<file path="src/hw/rtl/rapq_pkg.sv">
package rapq_pkg;

    localparam int MAX_POSITIONS = 1024;
    localparam int TREE_NODES    = 4096;
    localparam int STACK_DEPTH   = 16;

    localparam int POS_W   = $clog2(MAX_POSITIONS);
    localparam int SIZE_W  = POS_W + 1;
    localparam int ADDR_W  = $clog2(TREE_NODES);
    localparam int NODE_W  = ADDR_W + 1;
    localparam int VALUE_W = 31;
    localparam int WORD_W  = 32;
    localparam int SP_W    = $clog2(STACK_DEPTH) + 1;

    localparam logic [WORD_W-1:0] INIT_WORD  = 32'h7FFF_FFFF;
    localparam logic [WORD_W-1:0] MIXED_WORD = 32'h8000_0000;
    localparam logic [WORD_W-1:0] QUERY_MISS = 32'hFFFF_FFFF;
    localparam logic [NODE_W-1:0] ROOT_NODE  = NODE_W'(1);

    localparam logic OP_ASSIGN = 1'b0;
    localparam logic OP_QUERY  = 1'b1;

    typedef struct packed {
        logic [POS_W-1:0] mid;
        logic             covered;
        logic             disjoint;
        logic             leaf;
        logic             go_left;
    } span_t;

    typedef struct packed {
        logic [NODE_W-1:0] node;
        logic [POS_W-1:0]  lo;
        logic [POS_W-1:0]  hi;
    } frame_t;

endpackage

</file>
<file path="src/hw/rtl/rapq_span_unit.sv">
module rapq_span_unit
    import rapq_pkg::*;
(
    input  logic [POS_W-1:0] lo,
    input  logic [POS_W-1:0] hi,
    input  logic [POS_W-1:0] first,
    input  logic [POS_W-1:0] last,
    input  logic [POS_W-1:0] key,
    output span_t            span
);

    logic [POS_W:0] span_sum;

    assign span_sum      = {1'b0, lo} + {1'b0, hi};
    assign span.mid      = span_sum[POS_W:1];
    assign span.covered  = (first <= lo) && (hi <= last);
    assign span.disjoint = (last < lo) || (first > hi);
    assign span.leaf     = (lo >= hi);
    assign span.go_left  = (key <= span_sum[POS_W:1]);

endmodule

</file>
<file path="config.mk">
export PLATFORM = sky130hd
export DESIGN_NAME = rapq_span_unit
export DESIGN_NICKNAME = d
export VERILOG_FILES = /design/src/hw/rtl/rapq_pkg.sv /design/src/hw/rtl/rapq_span_unit.sv
export SDC_FILE = /design/constraint.sdc
export NUM_CORES = 1
export LEC_CHECK = 0
export BUFFER_PORTS_ARGS = -buffer_cell sky130_fd_sc_hd__buf_2
export CORE_MARGIN = 2
export CORE_UTILIZATION = 40
export DETAILED_ROUTE_END_ITERATION = 8
export MAX_ROUTING_LAYER = met4
export PLACE_DENSITY = 0.66
export RECOVER_POWER = 100
export SETUP_SLACK_MARGIN = 0.05
export SLEW_MARGIN = 20
export SYNTH_ARGS = -nofsm -noshare
export SYNTH_HDL_FRONTEND = slang
export SYNTH_SLANG_ARGS = --single-unit
</file>
<file path="constraint.sdc">
create_clock -name vclk -period 6.6
set_input_delay 0.99 -clock vclk [all_inputs]
set_output_delay 0.99 -clock vclk [all_outputs]
set_load 0.01 [all_outputs]
</file>
[Yosys cells after proc, flatten, opt, wreduce, memory -nomap -nowiden]
Index checks and enable logic that the tools add are counted.
Storage, ports and cells
  register bits: 0
  output and inout port bits: 14
  logic and storage cells: 9
Cells by class
  $add $sub $neg: 1
  reductions and logical operators: 2
  $lt $le $gt $ge: 6
Operators with widths (number)
  10-bit <= comparator: 3
  10-bit by 10-bit adder with 11-bit output: 1
  10-bit greater-or-equal comparator: 1
  10-bit > comparator: 1
  10-bit less-than comparator: 1
  1-bit logical AND: 1
  1-bit logical OR: 1

[Logic depth before layout (Yosys ltp)]
Gate-level depths: netlist of run 1.
  word-level depth: 2
  gate-level depth with buffers: 14
  depth with buffers taken out: 13

[Worst setup path before layout of run 1]
OpenSTA, ideal clock, no wires.
  path type: in2out
  from: input lo[0]
  to: output span[0] (netlist bit)
  path buffers: 0
  stages on the path: 12
  arrival: 3.232 ns
  setup slack: 2.378 ns
  cell sequence: ha_1 > fa_1 > a21oi_2 > o211ai_4 > o31ai_4 > xnor2_1 > ha_1 > a21oi_1 > nor2b_1 > o21ai_0 > nand3b_1 > o21ai_0
RTL lines
  from (decl): line rapq_span_unit.sv:4  | input logic [POS_W-1:0] lo,
  to (decl): line rapq_span_unit.sv:9  | output span_t span

==> flow_summary.yaml, run 1 <==
outcome:
  status: "finished, final reports clean"
sta:
  worst_pin_slew_ps: 423
  setup_violations: 0
  hold_viol: 0
  tns_ps: 0
  min_period_over_period_pct: 72.4
  max-slew-margin-rel_pct: 71.6
  min_period_ps: 4780
  hold_slack_ps: 2420
  slew_viol_final: 0
  postLayoutSetupSlackWorst_ps: 1820
  max_freq_mhz: 209
  grt_setup_unrepaired: "no"
place:
  dp_hpwl_um: 4280
  pre_cts_ws_ps: 2060
  portBuffers: 64
  gp_congestion: 0.911
power_and_ir_drop:
  power_w: 0.000183
  vdd_ir_drop_max_v: 0.0000217
  p_leak_nw: 1.24
  pwr_density_cell_nw_per_um2: 83.8
drt:
  drt-vias-per-instance: 5.20
  via_count: 1855
  drtPass1Iterations: 4
  routed_wl_um: 4490
  initialDrtViolationCount: 41
  drcViolationCount: 0
  ant_nets: 0
  wire_per_inst_um: 12.6
logic_synthesis:
  synth.most_common_cell: "ha_1"
  synth_warnings: 0
  synthTopCellsByCount: "69 x ha_1, 43 x inv_1, 17 x a21oi_1"
  yosys.area.top_type_share_pct: 46.3
  netlist_area_um2: 1860
  synthCells: 242
  yosysTopAreaCell: "ha_1"
  synth_cell_types: 36
  seq_area_frac_synth_pct: 0
  synth_area_per_cell_um2: 7.70
  synth_fp_nets: 362
  ys_top_cells_by_area: "ha_1 46%, inv_1 8.7%, a21oi_1 4.6%, xnor2_1 4.2%, nor2_1 3.2%"
min_path:
  hold_class: "input pin to output pin"
setup_path:
  cp.arrival_ps: 3790
  cp_slowest_cell: "o31ai_1"
  critPathCaptureType: "output pin"
  path_buf_inv: 2
  crit_fanout: 4
  critPathTopFamily: "compound AO/OA/AOI/OAI gates"
  worstPathRequired_ps: 5610
  critPathMaxStageDelay_ps: 410
  cp-start-kind: "input pin"
  path_class: "input pin to output pin"
  crit_chain: "buf_2 > ha_1 > fa_1 > a21oi_1 > o211ai_1 > o31ai_1 > xnor2_1 > ha_1 > a21oi_1 > nor2b_1 > o21ai_0 > nand3b_1 > o21ai_0 > clkbuf_1"
die:
  fp-row-count: 24
  dieArea_um2: 5220
  die_w_um: 72.2
  ioPinCount: 64
  core_um2: 4410
  start_util_pct: 42.2
  die_h_um: 72.2
global_routing:
  grt_use_total_pct: 18.0
  grt_max_degree: 9
  overflow: 0
  grt_pass1_wl_um: 7570
  antenna_found_initial: 0
  grt_pass1_vias: 1808
job:
  maxCapViolCount: 0
clock_network:
  cts-resized-gates: 0
  postCtsHoldBufs: 0
  postCtsSetupBuffers: 0
layout:
  area_growth_pct: 17.5
  clock_buffers: 0
  drive_gt1_share_pct: 18.7
  fin_nets: 427
  nFlopsAndLatches: 0
  antennaDiodeCount: 0
  register_area_um2: 0
[stage by stage]
stage / cells / cell area (µm²) / utilization [%]
2_1_floorplan: 242 / 1860 / -
3_3_place_gp: 357 / 2240 / 50.7
3_5_place_dp: 357 / 2240 / 50.7
4_1_cts: 357 / 2240 / 50.7
5_1_grt: 357 / 2190 / 49.6
6_report: 357 / 2190 / 49.6
[logic make-up after synthesis]
| logic type | synth area share (%) |
|---|---|
| xor gates and xnor gates | 5.17 |
| buffers and inverters | 9.27 |
| and+or+nand+nor | 16.1 |
| adders and majority gates | 47.4 |
| AOI/OAI and AO/OA | 22.0 |
[layout make-up]
cell class                 count  area (µm²)
tap                           52        65.1
inverter                      43         161
timing repair buffer          64         309
fill                         479        2220
multi-input combinational    198        1650
[worst paths after layout]
check,from,endpoint,cells past startpoint,slack [ps]
min,last[9],span[2],4,2420
max,lo[0],span[0],14,1820
[per-layer routing]
metal	up-vias	global-route usage, %	wire [µm]
met3	2	0.139	174
li1	986	-	-
met5	-	-	0
met4	0	0.629	15
met2	43	32.5	2200
met1	824	23.9	2090
[placed cells by master, fill, tap and decap left out, drive strengths merged]
cell type and n:
xnor2 9, inv 43, a2bb2oi 1, buf 55, a21oi 18, o21ba 1, a21o 6, fa 1
nor3 6, nand3b 2, o32ai 1, nand4 9, a211oi 8, nand3 5, nor2 16, o21a 1
o21bai 2, o211ai 3, nand2 7, o2111ai 1, nand2b 2, a31oi 3, xor2 2, a22oi 1
ha 69, or3 1, o21ai 11, nor3b 1, o31ai 2, nor2b 9, clkbuf 9
[report_power, final]
group / switching (W) / internal [W] / leakage [nW] / total, W
Sequential: 0 / 0 / 0 / 0
Clock: 0 / 0 / 0 / 0
Combinational: 0.000101 / 0.0000827 / 1.24 / 0.000183
Note: power is estimated with default switching activity, not from simulation.
==> run 2, diff against run 1 <==
--- a/config.mk
+++ b/config.mk
@@ -10,7 +10,7 @@
 export CORE_UTILIZATION = 40
 export DETAILED_ROUTE_END_ITERATION = 8
 export MAX_ROUTING_LAYER = met4
-export PLACE_DENSITY = 0.66
+export PLACE_DENSITY = 0.69
 export RECOVER_POWER = 100
 export SETUP_SLACK_MARGIN = 0.05
 export SLEW_MARGIN = 20
==> constraint.sdc (replaced) <==
create_clock -name vclk -period 4.35
set_input_delay 0.6525 -clock vclk [all_inputs]
set_output_delay 0.6525 -clock vclk [all_outputs]
set_load 0.01 [all_outputs]
==> flow_summary.yaml, run 2 (same netlist as run 1, synthesis figures left out) <==
outcome:
  status: "finished, final reports clean"
setup_path:
  path_class: "input pin to output pin"
  critPathMaxStageDelay_ps: 410
  crit_chain: "buf_2 > ha_1 > fa_1 > a21oi_1 > o211ai_4 > o31ai_4 > xnor2_1 > ha_1 > a21oi_1 > nor2b_1 > o21ai_0 > nand3b_1 > o21ai_0 > clkbuf_1"
  cp.arrival_ps: 3310
  critPathCaptureType: "output pin"
  worstPathRequired_ps: 3700
  startpoint: "lo[0]"
  cp-start-kind: "input pin"
  cp_slowest_cell: "fa_1"
  crit_fanout: 4
power_and_ir_drop:
  power_w: 0.000287
  p_leak_nw: 1.25
  pwr_density_cell_nw_per_um2: 129
  vdd_ir_drop_max_v: 0.0000403
sta:
  worst_pin_slew_ps: 338
  max_freq_mhz: 252
  min_period_ps: 3960
  hold_slack_ps: 1760
  grt_setup_unrepaired: "no"
  hold_viol: 0
  setup_violations: 0
  min_period_over_period_pct: 91.1
  slew_viol_final: 0
  tns_ps: 0
  max-slew-margin-rel_pct: 77.2
place:
  dp_cells: 357
  portBuffers: 64
  gp_congestion: 0.902
  dp_hpwl_um: 4300
drt:
  drt-vias-per-instance: 5.16
  ant_nets: 0
  routed_wl_um: 4580
  via_count: 1842
  initialDrtViolationCount: 71
  drcViolationCount: 0
  wire_per_inst_um: 12.8
  drtPass1Iterations: 4
min_path:
  hold_path.startpoint: "last[9]"
  hold_class: "input pin to output pin"
layout:
  layout_common_cells: "69 x ha_1, 55 x buf_2, 43 x inv_1"
  drive_gt1_share_pct: 19.3
  clock_buffers: 0
  final_common_cell: "ha_1"
  fillers: 462
  fin_cells: 357
  area_growth_pct: 19.0
  fin_nets: 427
  register_area_um2: 0
  antennaDiodeCount: 0
  finish.utilization_pct: 50.2
  nFlopsAndLatches: 0
die:
  fp-row-count: 24
  die_h_um: 72.2
  die_w_um: 72.2
  start_util_pct: 42.2
  ioPinCount: 64
  dieArea_um2: 5220
  core_um2: 4410
global_routing:
  grt_pass1_vias: 1794
  antenna_found_initial: 0
  grt_pass1_wl_um: 7610
  grt_use_total_pct: 18.1
  overflow: 0
  grt_max_degree: 9
clock_network:
  postCtsHoldBufs: 0
  cts-resized-gates: 0
  postCtsSetupBuffers: 0
job:
  maxCapViolCount: 0
run 2: cell count changes in the layout (fill, tap and decap cells not counted):
cell / change
o211ai_1: -1
o211ai_4: +1
o31ai_1: -1
o31ai_4: +1
run 2: worst paths after layout:
check / depth (start not counted) / endpoint / slack [ps]
max: 14 / span[0] / 390
min: 4 / span[2] / 1760
run 2: worst max-delay path: cells and delay by family:
family / cells / cell delay, ps
fa+ha+maj: 3 / 910
buf+inv: 2 / 290
xor+xnor: 1 / 160
simple gates: 2 / 150
compound gates: 6 / 1150
run 2: where the power goes:
group / internal, W / leakage, nW / total [W] / switching (W)
sequential: 0 / 0 / 0 / 0
clock: 0 / 0 / 0 / 0
combinational: 0.000128 / 1.25 / 0.000287 / 0.000158
total: 0.000128 / 1.25 / 0.000287 / 0.000158
run 2: layout make-up:
class | count | area, µm² | share of cell area, %
inverters | 43 | 161 | 7.28
well taps | 52 | 65.1 | 2.93
repair buffers | 64 | 309 | 13.9
multi-input cells | 198 | 1680 | 75.8
run 2: per-layer routing:
metal  part of all wire, %  vias to the layer above  global-route usage (%)
li1                      -                      989                       -
met1                    45                      803                    23.2
met2                    49                       48                    33.3
met3                   4.8                        2                   0.417
met4                  0.55                        0                   0.839
met5                     0                        -                       -
run 2: per-stage QoR:
step	instance area, µm²	setup slack, ps
4_1_cts	2240	484
6_report	2220	388
3_5_place_dp	2240	481
3_3_place_gp	2240	556
2_1_floorplan	1860	803
5_1_grt	2220	144
==> run 3, diff against run 2 <==
--- a/config.mk
+++ b/config.mk
@@ -11,7 +11,6 @@
 export DETAILED_ROUTE_END_ITERATION = 8
 export MAX_ROUTING_LAYER = met4
 export PLACE_DENSITY = 0.69
-export RECOVER_POWER = 100
 export SETUP_SLACK_MARGIN = 0.05
 export SLEW_MARGIN = 20
 export SYNTH_ARGS = -nofsm -noshare
==> flow_summary.yaml, run 3 (same netlist as run 1, synthesis figures left out) <==
sta:
  postLayoutSetupSlackWorst_ps: 513
  tns_ps: 0
  max-slew-margin-rel_pct: 79.4
  grt_setup_unrepaired: "no"
  hold_slack_ps: 1770
  max_freq_mhz: 261
  min_period_over_period_pct: 88.2
  min_period_ps: 3840
  slew_viol_final: 0
  worst_pin_slew_ps: 306
  setup_violations: 0
  hold_viol: 0
clock_network:
  postCtsHoldBufs: 0
  cts-resized-gates: 0
  postCtsSetupBuffers: 0
die:
  dieArea_um2: 5220
  die_w_um: 72.2
  die_h_um: 72.2
  start_util_pct: 42.2
  ioPinCount: 64
  fp-row-count: 24
  core_um2: 4410
layout:
  area_growth_pct: 20.1
  antennaDiodeCount: 0
  register_area_um2: 0
  design_area_um2: 2240
  drive_gt1_share_pct: 23.0
  layout_common_cells: "69 x ha_1, 64 x buf_2, 43 x inv_1"
  fin_nets: 427
  clock_buffers: 0
  nFlopsAndLatches: 0
  final_common_cell: "ha_1"
job:
  maxCapViolCount: 0
power_and_ir_drop:
  p_leak_nw: 1.27
  pwr_density_cell_nw_per_um2: 130
  vdd_ir_drop_max_v: 0.0000422
  power_w: 0.000291
setup_path:
  startpoint: "lo[0]"
  cp-start-kind: "input pin"
  crit_fanout: 4
  cp_slowest_cell: "fa_1"
  cp.arrival_ps: 3180
  path_class: "input pin to output pin"
  critPathCaptureType: "output pin"
  worstPathRequired_ps: 3700
  crit_chain: "buf_2 > ha_1 > fa_1 > a21oi_2 > o211ai_4 > o31ai_4 > xnor2_1 > ha_1 > a21oi_1 > nor2b_1 > o21ai_0 > nand3b_1 > o21ai_0 > buf_2"
  critPathMaxStageDelay_ps: 420
global_routing:
  overflow: 0
  grt_pass1_vias: 1794
  grt_use_total_pct: 18.1
  grt_max_degree: 9
  antenna_found_initial: 0
  grt_pass1_wl_um: 7610
min_path:
  hold_path.startpoint: "lo[1]"
  hold_class: "input pin to output pin"
drt:
  drtPass1Iterations: 4
  drcViolationCount: 0
  initialDrtViolationCount: 52
  drt-vias-per-instance: 5.10
  wire_per_inst_um: 12.8
  routed_wl_um: 4570
  ant_nets: 0
  via_count: 1822
place:
  dp_hpwl_um: 4300
  pre_cts_ws_ps: 481
  place_area_um2: 2240
  gp_congestion: 0.902
  portBuffers: 64
outcome:
  status: "finished, final reports clean"
-- run 3: where the power goes --
| part | internal (W) | switching, W | total [W] |
|---|---|---|---|
| Sequential | 0 | 0 | 0 |
| Clock | 0 | 0 | 0 |
| Combinational | 0.000133 | 0.000158 | 0.000291 |
-- run 3: final cells by class --
cell class / count / area [µm²]
fill: 453 / 2180
inverter: 43 / 161
multi-input combinational: 198 / 1690
timing repair buffer: 64 / 320
tap: 52 / 65.1
-- run 3: routing by layer --
| metal | GRT usage (%) | wire [µm] | vias up |
|---|---|---|---|
| met5 | - | 0 | - |
| met4 | 0.839 | 25 | 0 |
| met3 | 0.417 | 227 | 2 |
| met2 | 33.3 | 2250 | 47 |
| met1 | 23.2 | 2070 | 785 |
| li1 | - | - | 988 |
-- run 3: metrics by stage --
| step | std cells | utilization, % |
|---|---|---|
| 6_report | 357 | 50.7 |
| 3_3_place_gp | 357 | 50.7 |
| 2_1_floorplan | 242 | - |
| 3_5_place_dp | 357 | 50.7 |
| 4_1_cts | 357 | 50.7 |
| 5_1_grt | 357 | 50.7 |
-- run 3: path summary, 6_finish.rpt --
kind | to | cells past startpoint
hold / removal | span[4] | 3
setup / recovery | span[0] | 14
-- run 3: worst max-delay path, delay by kind of cell --
kind                     cells  cell delay (ps)
AO/OA/AOI/OAI                6             1060
buffers and inverters        2              260
XOR/XNOR                     1              160
adder cells (fa/ha/maj)      3              920
AND/OR/NAND/NOR              2              140
